### src/sv/wad_pkg.sv
`default_nettype none
// ----------------------------------------------------------------------------
// wad_pkg
// Shared types and constants of the window average deviation detector.
// ----------------------------------------------------------------------------
package wad_pkg;

  localparam int SAMPLE_W = 10;
  localparam int DEFAULT_CAPACITY = 8;
  localparam logic [SAMPLE_W-1:0] THRESHOLD_RESET = 10'd100;

  typedef enum logic {
    OP_SAMPLE = 1'b0,
    OP_CLEAR  = 1'b1
  } op_t;

  typedef struct packed {
    op_t                 op;
    logic [SAMPLE_W-1:0] sample;
  } item_t;

endpackage
`default_nettype wire

### src/sv/wad_ram.sv
`default_nettype none
// ----------------------------------------------------------------------------
// wad_ram
// Generic single-write, single-read RAM with a registered read port.
// ----------------------------------------------------------------------------
module wad_ram #(
  parameter int WIDTH = 10,
  parameter int DEPTH = 8
) (
  input  wire logic                     clk,
  input  wire logic                     we,
  input  wire logic [$clog2(DEPTH)-1:0] waddr,
  input  wire logic [WIDTH-1:0]         wdata,
  input  wire logic [$clog2(DEPTH)-1:0] raddr,
  output logic      [WIDTH-1:0]         rdata
);

  logic [WIDTH-1:0] mem [DEPTH];

  always_ff @(posedge clk) begin
    if (we) begin
      mem[waddr] <= wdata;
    end
    rdata <= mem[raddr];
  end

endmodule
`default_nettype wire

### src/sv/wad_front.sv
`default_nettype none
// ----------------------------------------------------------------------------
// wad_front
// Accepts requests, decodes the function code and holds them in a
// two-entry queue for the back end.
// ----------------------------------------------------------------------------
module wad_front (
  input  wire logic                          clk,
  input  wire logic                          rst_n,
  input  wire logic                          in_valid,
  output logic                               in_ready,
  input  wire logic                          in_func,
  input  wire logic [wad_pkg::SAMPLE_W-1:0]  in_sample,
  output logic                               q_valid,
  output wad_pkg::item_t                     q_item,
  input  wire logic                          q_pop
);
  import wad_pkg::*;

  item_t      slot_r [2];
  logic       wr_ptr_r, wr_ptr_nxt;
  logic       rd_ptr_r, rd_ptr_nxt;
  logic [1:0] cnt_r, cnt_nxt;
  logic       push;
  logic       pop;
  item_t      decoded;

  assign in_ready = (cnt_r != 2'd2);
  assign push     = in_valid && in_ready;
  assign q_valid  = (cnt_r != 2'd0);
  assign pop      = q_pop && q_valid;
  assign q_item   = slot_r[rd_ptr_r];

  always_comb begin
    decoded.op     = in_func ? OP_CLEAR : OP_SAMPLE;
    decoded.sample = in_func ? '0 : in_sample;
  end

  always_comb begin
    wr_ptr_nxt = push ? ~wr_ptr_r : wr_ptr_r;
    rd_ptr_nxt = pop ? ~rd_ptr_r : rd_ptr_r;
    cnt_nxt    = cnt_r;
    if (push && !pop) begin
      cnt_nxt = cnt_r + 2'd1;
    end else if (pop && !push) begin
      cnt_nxt = cnt_r - 2'd1;
    end
  end

  always_ff @(posedge clk) begin
    if (!rst_n) begin
      wr_ptr_r <= 1'b0;
      rd_ptr_r <= 1'b0;
      cnt_r    <= 2'd0;
    end else begin
      wr_ptr_r <= wr_ptr_nxt;
      rd_ptr_r <= rd_ptr_nxt;
      cnt_r    <= cnt_nxt;
    end
  end

  always_ff @(posedge clk) begin
    if (push) begin
      slot_r[wr_ptr_r] <= decoded;
    end
  end

endmodule
`default_nettype wire

### src/sv/wad_back.sv
`default_nettype none
// ----------------------------------------------------------------------------
// wad_back
// Window update, running sum, iterative mean division, deviation test and
// the result register.
// ----------------------------------------------------------------------------
module wad_back #(
  parameter int CAPACITY = wad_pkg::DEFAULT_CAPACITY
) (
  input  wire logic                          clk,
  input  wire logic                          rst_n,
  input  wire logic                          q_valid,
  input  wire wad_pkg::item_t                q_item,
  output logic                               q_pop,
  input  wire logic [wad_pkg::SAMPLE_W-1:0]  threshold,
  output logic                               out_valid,
  input  wire logic                          out_ready,
  output logic      [wad_pkg::SAMPLE_W-1:0]  out_reading,
  output logic      [wad_pkg::SAMPLE_W-1:0]  out_mean,
  output logic                               out_window_full,
  output logic                               out_deviation,
  output logic                               out_detected
);
  import wad_pkg::*;

  localparam int POS_W  = $clog2(CAPACITY);
  localparam int CNT_W  = $clog2(CAPACITY + 1);
  localparam int SUM_W  = SAMPLE_W + $clog2(CAPACITY);
  localparam int DIV_W  = (SUM_W > CNT_W + SAMPLE_W - 1) ? SUM_W : CNT_W + SAMPLE_W - 1;
  localparam int STEP_W = $clog2(SAMPLE_W);
  localparam logic [POS_W-1:0]  POS_LAST  = POS_W'(CAPACITY - 1);
  localparam logic [CNT_W-1:0]  CNT_FULL  = CNT_W'(CAPACITY);
  localparam logic [STEP_W-1:0] STEP_LAST = STEP_W'(SAMPLE_W - 1);

  typedef enum logic [3:0] {
    S_IDLE = 4'b0001,
    S_RD   = 4'b0010,
    S_DIV  = 4'b0100,
    S_FIN  = 4'b1000
  } state_t;

  state_t              state_r, state_nxt;
  logic [POS_W-1:0]    pos_r, pos_nxt;
  logic [CNT_W-1:0]    cnt_r, cnt_nxt;
  logic [SUM_W-1:0]    sum_r, sum_nxt;
  logic                det_r, det_nxt;
  logic                was_full_r, was_full_nxt;
  logic [SAMPLE_W-1:0] smp_r, smp_nxt;
  logic [DIV_W-1:0]    rem_r, rem_nxt;
  logic [DIV_W-1:0]    dvs_r, dvs_nxt;
  logic [SAMPLE_W-1:0] quo_r, quo_nxt;
  logic [STEP_W-1:0]   step_r, step_nxt;
  logic                ov_r, ov_nxt;
  logic [SAMPLE_W-1:0] o_reading_r, o_mean_r;
  logic                o_full_r, o_dev_r, o_det_r;

  logic [POS_W-1:0]    pos_adv;
  logic [SAMPLE_W-1:0] ram_rdata;
  logic [SAMPLE_W-1:0] old_smp;
  logic [SUM_W-1:0]    sum_new;
  logic                take;
  logic                full;
  logic [SAMPLE_W-1:0] gap;
  logic                dev;
  logic                load;
  logic                ram_we;

  assign pos_adv = (pos_r == POS_LAST) ? '0 : pos_r + POS_W'(1);
  assign old_smp = was_full_r ? ram_rdata : '0;
  assign sum_new = sum_r - SUM_W'(old_smp) + SUM_W'(smp_r);
  assign take    = (rem_r >= dvs_r);
  assign full    = (cnt_r == CNT_FULL);
  assign gap     = (quo_r > smp_r) ? (quo_r - smp_r) : (smp_r - quo_r);
  assign dev     = full && (gap > threshold);
  assign load    = (state_r == S_FIN) && (!ov_r || out_ready);
  assign q_pop   = (state_r == S_IDLE) && q_valid;
  assign ram_we  = (state_r == S_RD);

  wad_ram #(
    .WIDTH(SAMPLE_W),
    .DEPTH(CAPACITY)
  ) u_window (
    .clk  (clk),
    .we   (ram_we),
    .waddr(pos_r),
    .wdata(smp_r),
    .raddr(pos_adv),
    .rdata(ram_rdata)
  );

  always_comb begin
    state_nxt    = state_r;
    pos_nxt      = pos_r;
    cnt_nxt      = cnt_r;
    sum_nxt      = sum_r;
    det_nxt      = det_r;
    was_full_nxt = was_full_r;
    smp_nxt      = smp_r;
    rem_nxt      = rem_r;
    dvs_nxt      = dvs_r;
    quo_nxt      = quo_r;
    step_nxt     = step_r;
    ov_nxt       = ov_r && !out_ready;
    unique case (state_r)
      S_IDLE: begin
        if (q_valid) begin
          if (q_item.op == OP_CLEAR) begin
            pos_nxt   = '0;
            cnt_nxt   = '0;
            sum_nxt   = '0;
            det_nxt   = 1'b0;
            smp_nxt   = '0;
            quo_nxt   = '0;
            state_nxt = S_FIN;
          end else begin
            pos_nxt      = pos_adv;
            was_full_nxt = full;
            if (!full) begin
              cnt_nxt = cnt_r + CNT_W'(1);
            end
            smp_nxt   = q_item.sample;
            state_nxt = S_RD;
          end
        end
      end
      S_RD: begin
        sum_nxt   = sum_new;
        rem_nxt   = DIV_W'(sum_new);
        dvs_nxt   = DIV_W'(cnt_r) << (SAMPLE_W - 1);
        quo_nxt   = '0;
        step_nxt  = '0;
        state_nxt = S_DIV;
      end
      S_DIV: begin
        if (take) begin
          rem_nxt = rem_r - dvs_r;
        end
        quo_nxt  = {quo_r[SAMPLE_W-2:0], take};
        dvs_nxt  = dvs_r >> 1;
        step_nxt = step_r + STEP_W'(1);
        if (step_r == STEP_LAST) begin
          state_nxt = S_FIN;
        end
      end
      S_FIN: begin
        if (load) begin
          det_nxt   = det_r || dev;
          ov_nxt    = 1'b1;
          state_nxt = S_IDLE;
        end
      end
      default: begin
        state_nxt = S_IDLE;
      end
    endcase
  end

  always_ff @(posedge clk) begin
    if (!rst_n) begin
      state_r <= S_IDLE;
      pos_r   <= '0;
      cnt_r   <= '0;
      sum_r   <= '0;
      det_r   <= 1'b0;
      ov_r    <= 1'b0;
    end else begin
      state_r <= state_nxt;
      pos_r   <= pos_nxt;
      cnt_r   <= cnt_nxt;
      sum_r   <= sum_nxt;
      det_r   <= det_nxt;
      ov_r    <= ov_nxt;
    end
  end

  always_ff @(posedge clk) begin
    was_full_r <= was_full_nxt;
    smp_r      <= smp_nxt;
    rem_r      <= rem_nxt;
    dvs_r      <= dvs_nxt;
    quo_r      <= quo_nxt;
    step_r     <= step_nxt;
    if (load) begin
      o_reading_r <= smp_r;
      o_mean_r    <= quo_r;
      o_full_r    <= full;
      o_dev_r     <= dev;
      o_det_r     <= det_r || dev;
    end
  end

  assign out_valid       = ov_r;
  assign out_reading     = o_reading_r;
  assign out_mean        = o_mean_r;
  assign out_window_full = o_full_r;
  assign out_deviation   = o_dev_r;
  assign out_detected    = o_det_r;

endmodule
`default_nettype wire

### src/sv/window_average_deviation_detector.sv
`default_nettype none
// ----------------------------------------------------------------------------
// window_average_deviation_detector
// Moving window mean of sensor samples with a sticky deviation flag.
//
//   Channel  Direction  Handshake              Payload
//   in_      input      in_valid / in_ready    in_func, in_sample
//   out_     output     out_valid / out_ready  reading, mean, full, deviation,
//                                              detected
//   cfg_     input      cfg_we                 cfg_wdata (threshold)
//
// A sample request passes through the back end in order: pop the queue and
// read the oldest entry, update the window and sum, run the restoring
// division by the fill count, and load the result register. A clear request
// pops the queue and then loads the result register. Reset is synchronous
// and needs no clearing pass. A two-entry queue accepts requests while the
// back end works or a result waits for out_ready, until both entries fill.
// ----------------------------------------------------------------------------
module window_average_deviation_detector #(
  parameter int CAPACITY = wad_pkg::DEFAULT_CAPACITY
) (
  input  wire logic                          clk,
  input  wire logic                          rst_n,
  input  wire logic                          in_valid,
  output logic                               in_ready,
  input  wire logic                          in_func,
  input  wire logic [wad_pkg::SAMPLE_W-1:0]  in_sample,
  output logic                               out_valid,
  input  wire logic                          out_ready,
  output logic      [wad_pkg::SAMPLE_W-1:0]  out_reading,
  output logic      [wad_pkg::SAMPLE_W-1:0]  out_mean,
  output logic                               out_window_full,
  output logic                               out_deviation,
  output logic                               out_detected,
  input  wire logic                          cfg_we,
  input  wire logic [wad_pkg::SAMPLE_W-1:0]  cfg_wdata
);
  import wad_pkg::*;

  logic [SAMPLE_W-1:0] threshold_r;
  logic                q_valid;
  item_t               q_item;
  logic                q_pop;

  always_ff @(posedge clk) begin
    if (!rst_n) begin
      threshold_r <= THRESHOLD_RESET;
    end else if (cfg_we) begin
      threshold_r <= cfg_wdata;
    end
  end

  wad_front u_front (
    .clk      (clk),
    .rst_n    (rst_n),
    .in_valid (in_valid),
    .in_ready (in_ready),
    .in_func  (in_func),
    .in_sample(in_sample),
    .q_valid  (q_valid),
    .q_item   (q_item),
    .q_pop    (q_pop)
  );

  wad_back #(
    .CAPACITY(CAPACITY)
  ) u_back (
    .clk            (clk),
    .rst_n          (rst_n),
    .q_valid        (q_valid),
    .q_item         (q_item),
    .q_pop          (q_pop),
    .threshold      (threshold_r),
    .out_valid      (out_valid),
    .out_ready      (out_ready),
    .out_reading    (out_reading),
    .out_mean       (out_mean),
    .out_window_full(out_window_full),
    .out_deviation  (out_deviation),
    .out_detected   (out_detected)
  );

endmodule
`default_nettype wire
### config.mk
export PLATFORM = sky130hd
export DESIGN_NAME = window_average_deviation_detector
export DESIGN_NICKNAME = d
export VERILOG_FILES = /design/src/sv/wad_pkg.sv /design/src/sv/wad_ram.sv /design/src/sv/wad_front.sv /design/src/sv/wad_back.sv /design/src/sv/window_average_deviation_detector.sv
export SDC_FILE = /design/constraint.sdc
export NUM_CORES = 1
export LEC_CHECK = 0
export ABC_AREA = 1
export BUFFER_PORTS_ARGS = -buffer_cell sky130_fd_sc_hd__buf_2
export CAP_MARGIN = 10
export CORE_MARGIN = 1
export CORE_UTILIZATION = 55
export CTS_CLUSTER_DIAMETER = 100
export DETAILED_ROUTE_END_ITERATION = 12
export GPL_TIMING_DRIVEN = 0
export PLACE_DENSITY = 0.72
export SYNTH_ARGS = -nofsm -noshare
export SYNTH_HDL_FRONTEND = slang
export SYNTH_SLANG_ARGS = --single-unit
### constraint.sdc
create_clock -name clk -period 4.06 [get_ports clk]
set_clock_uncertainty 0.2 [all_clocks]
set_input_delay 1.015 -clock clk [delete_from_list [all_inputs] [get_ports clk]]
set_output_delay 1.015 -clock clk [all_outputs]
set_load 0.02 [all_outputs]
# Yosys cells after proc, flatten, opt, wreduce, memory -nomap -nowiden
# Memories as Yosys holds them, arrays and structs flattened. A register that Yosys moved wholly into a read port is not among the register bits.
# Cells that the tools add are included.
# classes
add_sub_neg,10
magnitude_cmp,3
n_eq_ne,14
mux,37
n_bitwise,3
reduce_logical,28
# ops
cell,count
$pmux 13 s2,3
$mux 10,5
$mux 13,3
$pmux 10 s3,1
$mux 4,6
$gt 10x10->1,2
$sub 10x10->10,2
$pmux 4 s4,1
$reduce_and 3->1,5
$add 13x10->13,1
$ge 13x13->1,1
$sub 13x10->13,1
$sub 13x13->13,1
$eq 4x4->1 const B,3
$mux 1,12
$reduce_bool 2->1,5
$add 4x1->4 const B,2
$logic_and 1x1->1,8
$ne 2x1->1 const B,4
$pmux 4 s2,1
$mux 3,2
$ne 2x2->1 const B,3
$eq 4x1->1 const B,1
$eq 4x2->1 const B,1
other kinds (13),21
# word_totals
register_bits,114
ramBits,102
wordCells,118
mem_count,2
# memory_table
memory,words,width,rd,rd_clocked_by_memory_dff,wr,line,text
u_back.u_window.mem,8,10,1,1,1,wad_ram.sv:18,logic [WIDTH-1:0] mem [DEPTH];
u_front.slot_r,2,11,1,1,1,wad_front.sv:20,item_t slot_r [2];

# Logic depth before layout (Yosys ltp)
# logic_depth
depth_word,7
depth_mapped,24
mapped_depth_nobuf,23

# Cells and area by module
# Synthesis repeated with hierarchy kept, for this count alone.
# hier_totals
cells_unflattened,1425
hier_area_um2,12350.6
# modules_own_cells
mod,n_inst,cells_per_inst,area_per_inst_um2,seq_area_each_um2
wad_back,1,901,7000.5,2742.6
wad_ram,1,374,3813.7,2602.5
wad_front,1,92,1127.3,760.7
window_average_deviation_detector,1,58,409.1,200.2

# Worst setup path before layout
# OpenSTA, ideal clock, no wires.
# synth_path
path_kind,reg2reg
start,reg u_back.smp_r[0]
end,"reg u_back.o_det_r, in the netlist u_back.out_detected, data pin"
arrival_time_ns,2.533
required_ns,3.602
slack_ns,1.068
path_stages_with_launch,20
synth_period_minus_slack_ns,2.992
path_cell_list,edfxtp_1 inv_1 ha_1 inv_1 fa_1 nand3_1 nand2_1 a21oi_1 xor2_1 nand2_1 nand2_1 inv_1 ha_1 nand2_1 nor2_1 nand2_1 o21ai_0 inv_1 nand2_1 nand2_1
# synth_between
elab_chain_len,5
elab_cells_between_ends,7
classes_between,add/sub (2); order compare (2); mux (1); reduce/logical (2)
# synth_lines
element,line,text
from (decl),wad_back.sv:48,"logic [SAMPLE_W-1:0] smp_r, smp_nxt;"
from (signal assigned),wad_back.sv:178,smp_r <= smp_nxt;
$sub 10x10->10 / $gt 10x10->1 (equally long branches),wad_back.sv:73,assign gap = (quo_r > smp_r) ? (quo_r - smp_r) : (smp_r - quo_r);
$mux 10 *,wad_back.sv:73,
$gt 10x10->1 *,wad_back.sv:74,assign dev = full && (gap > threshold);
$logic_and 1x1->1 *,wad_back.sv:74,
$logic_or 1x1->1 *,wad_back.sv:188,o_det_r <= det_r || dev;
to (signal assigned),wad_back.sv:188,
to (decl),wad_back.sv:55,"logic o_full_r, o_dev_r, o_det_r;"
# Every way passes the cells marked *; elsewhere a longest branch is shown, timed or not.
# A chain may end at the register's enable or synchronous reset.

# Final worst setup path
# layout_path
start,reg u_back.smp_r[1]
end,reg u_back.det_r
# layout_between
elab_chain_len,7
elab_cells_between_ends,9
classes_between,add/sub (2); order compare (2); mux (3); reduce/logical (2)
# layout_lines
element,line,text
$sub 10x10->10 / $gt 10x10->1 (equally long branches),wad_back.sv:73,
$mux 10 *,wad_back.sv:73,
$gt 10x10->1 *,wad_back.sv:74,
$logic_and 1x1->1 *,wad_back.sv:74,
$logic_or 1x1->1 *,wad_back.sv:147,det_nxt = det_r || dev;
$mux 1 *,wad_back.sv:146,if (load) begin
$pmux 1 s2 *,wad_back.sv:104,unique case (state_r)
to (signal assigned),wad_back.sv:171,det_r <= det_nxt;
to (decl),wad_back.sv:46,"logic det_r, det_nxt;"
# Every way passes the cells marked *; elsewhere a longest branch is shown, timed or not. The select of a mux whose other input is x is not followed.

==> reports/qor.yml <==
synthesis:
  synth_top_area_share_pct: 45.30
  synth_largest_area_cell: "edfxtp_1"
  yosys_register_bits: 227
  ys_warn_count: 0
  ys_seq_area_share_pct: 54.05
  synth-async-reset-ratio_pct: 0
  synth_area_sq_um: 11670
  synth_commonest_cells: "nand2_1, inv_1, edfxtp_1"
  netlist_top_cells_area: "edfxtp_1, nand2_1, dfxtp_1, inv_1, ha_1"
  synth_cells: 1252
  synth.distinct_cells: 37
  synthFlopType: "edfxtp_1"
  synth_edf_count: 176
  synth_most_common_cell: "nand2_1"
  syn_nets: 1353
  synth.avg_cell_area_sq_um: 9.318
worst_setup_path:
  end_kind: "register"
  critPathArrivalTime_ns: 3.89
  rr_worst_depth: 19
  crit_fanout: 12
  path_class: "reg -> reg"
  required_ns: 4.25
  startpoint_type: "register"
layout:
  post-route-util_pct: 63.74
  fillers: 1665
  diodes: 0
  final_nets: 1429
  drive_above_1_share_pct: 9.145
  syn_to_final_growth_pct: 11.97
sta:
  worst_pin_slew_ns: 1.016
  timing.final.crit_share_pct: 91.21
  setup_violations: 0
  fin_ws_ns: 0.3567
  fmax_mhz: 270.0
  layout_min_cycle_time_ns: 3.703
  rsz0062_at_grt: "no"
  worst_hold_slack_ns: 0.2563
  finalHoldViolCount: 0
  report.final.slew_viol_count: 0
  tns_ns: 0
  slew_headroom_pct: 32.04
detailed_routing:
  drt_iter0_markers: 679
  dr_total_vias: 8635
  drt-total-wl_um: 26200
  wl_per_cell_um: 16.22
  firstDrtPassIters: 5
  ant_nets: 0
  vias_per_cell: 5.347
  drc: 0
min_path:
  hold_path_class: "reg -> reg"
  min_path_cells: 2
global_routing:
  grt_pass1_wl_um: 42100
  overflow: 0
  grt_pass1_vias: 8292
  antenna_found_initial: 0
  grt_usage_pct: 24.83
  grt_max_degree: 25
die:
  core-area_sq_um: 20490
  rows: 52
  pin_count: 51
  die_h_um: 147.6
  initial_utilization_pct: 56.92
  dieArea_sq_um: 21800
  chipWidth_um: 147.6
clocking:
  htreeDepth: 1
  clock-sinks: 227
  clock-root-buffer: "clkbuf_16"
  cts-resized-gates: 0
  cts.reportedPaths.clkPinSlew_ns: 0.06
  clk_latency_ns: 0.53
  clockBufferDepth: 3
  cts_tree: "yes"
  postCtsSetupBuffers: 0
  numCtsBuffers: 24
  cts_hold_buf: 0
power:
  p_per_area_nw_per_um2: 786.1
  peakVddDrop_mv: 0.4659
  p_leak_nw: 5.775
flow_run:
  cap_violations: 0
placement:
  globalplace.congestion: 0.9240
  io_buffers: 50
  hpwl_um: 18760
  dp_slack_ns: 0.3541
run_status:
  status: "finished, final reports clean"
## report_power, final
group,internal (W),switching (W),total [W]
registers,0.00308,0.000347,0.00342
logic,0.00162,0.00303,0.00466
clock network,0.00129,0.000903,0.00219
total,0.00599,0.00428,0.0103
## metrics by stage
step,power [W],cell area [sq um],cells
6_report,0.01027,13060,1615
5_1_grt,0.01109,13060,1615
4_1_cts,0.01029,13060,1615
3_5_place_dp,0.008057,12270,1572
3_3_place_gp,0.007974,12250,1572
2_1_floorplan,0.006830,11670,1252
## final timing paths
path	to	startpoint	slack, ns
min	u_back.sum_r[0]$_SDFFE_PN0P_	u_back.sum_r[0]$_SDFFE_PN0P_	0.26
max reg2reg	u_back.det_r$_SDFFE_PN0P_	u_back.smp_r[1]$_SDFFCE_PP0P_	0.36
max	u_back.det_r$_SDFFE_PN0P_	u_back.smp_r[1]$_SDFFCE_PP0P_	0.36
min reg2reg	u_back.sum_r[0]$_SDFFE_PN0P_	u_back.sum_r[0]$_SDFFE_PN0P_	0.26
## logic make-up (layout without fill, tap and decap cells)
kind of cell	count (synthesis)	in the layout	synth area share, %
AO/OA/AOI/OAI	164	164	8.097
XOR/XNOR	24	24	1.802
adder cells (fa/ha/maj)	75	75	8.880
buffers and inverters	253	346	8.441
flip-flops	227	227	54.05
multiplexers	10	10	0.9653
AND/OR/NAND/NOR	499	499	17.76
## metal layers
metal | track usage (%) | up-vias | part of all wire [%]
li1 | - | 4265 | -
met1 | 33.01 | 4036 | 43
met2 | 42.03 | 283 | 48
met3 | 3.457 | 51 | 6.2
met4 | 8.196 | 0 | 2.8
met5 | 0 | - | 0
## area by class of cell
class	count	area, sq um	area share, %
sequential	227	6306	48.28
multi-input combinational	772	4387	33.58
inverter	218	820.8	6.284
clock buffer	29	619.3	4.741
tap	270	337.8	2.586
timing repair buffer	50	250.2	1.916
clock inverter	14	177.7	1.360
buffer	35	163.9	1.255
## worst max-delay path, cell delays in order, from the launching register on
cell and delay, ns:
edfxtp_1 0.76, inv_1 0.32, fa_1 0.54, nand3_1 0.12, nand3_1 0.08, nand2_1 0.13
buf_6 0.16, nand2_1 0.06, nand2_1 0.06, inv_1 0.04, ha_1 0.28, nand2_1 0.07
nor2_1 0.18, nand2_1 0.07, o21ai_0 0.14, inv_1 0.05, nand2_1 0.11, nand2_1 0.08
nand2_1 0.06, a21oi_1 0.07
## state kept, by name, indices dropped and copies added, names as in the netlist, 2 cells and up, named ones only
name                   flops
u_back.state_r             4
u_back.sum_r              13
u_back.cnt_r               4
threshold_r               10
u_back.quo_r              10
u_back.out_mean           10
u_back.step_r              4
u_back.out_reading        10
u_back.u_window.mem       80
u_back.pos_r               3
u_back.u_window.rdata     10
u_back.rem_r              13
u_front.cnt_r              2
u_front.slot_r            22
u_back.smp_r              10
u_back.dvs_r              13
## cell usage in the layout (no fill, tap or decap), types with 10 or more instances in the layout
cell type / count
buf_2: 63
inv_1: 213
clkbuf_1: 24
o21ai_0: 39
a31oi_1: 10
nand4_1: 11
xor2_1: 18
edfxtp_1: 176
nor2_1: 92
clkbuf_16: 24
ha_1: 62
fa_1: 13
dfxtp_1: 51
mux2_2: 10
nand3_1: 82
o221ai_1: 20
a21oi_1: 79
nand2_1: 303
No activity file was read; power rests on OpenSTA's default activity.
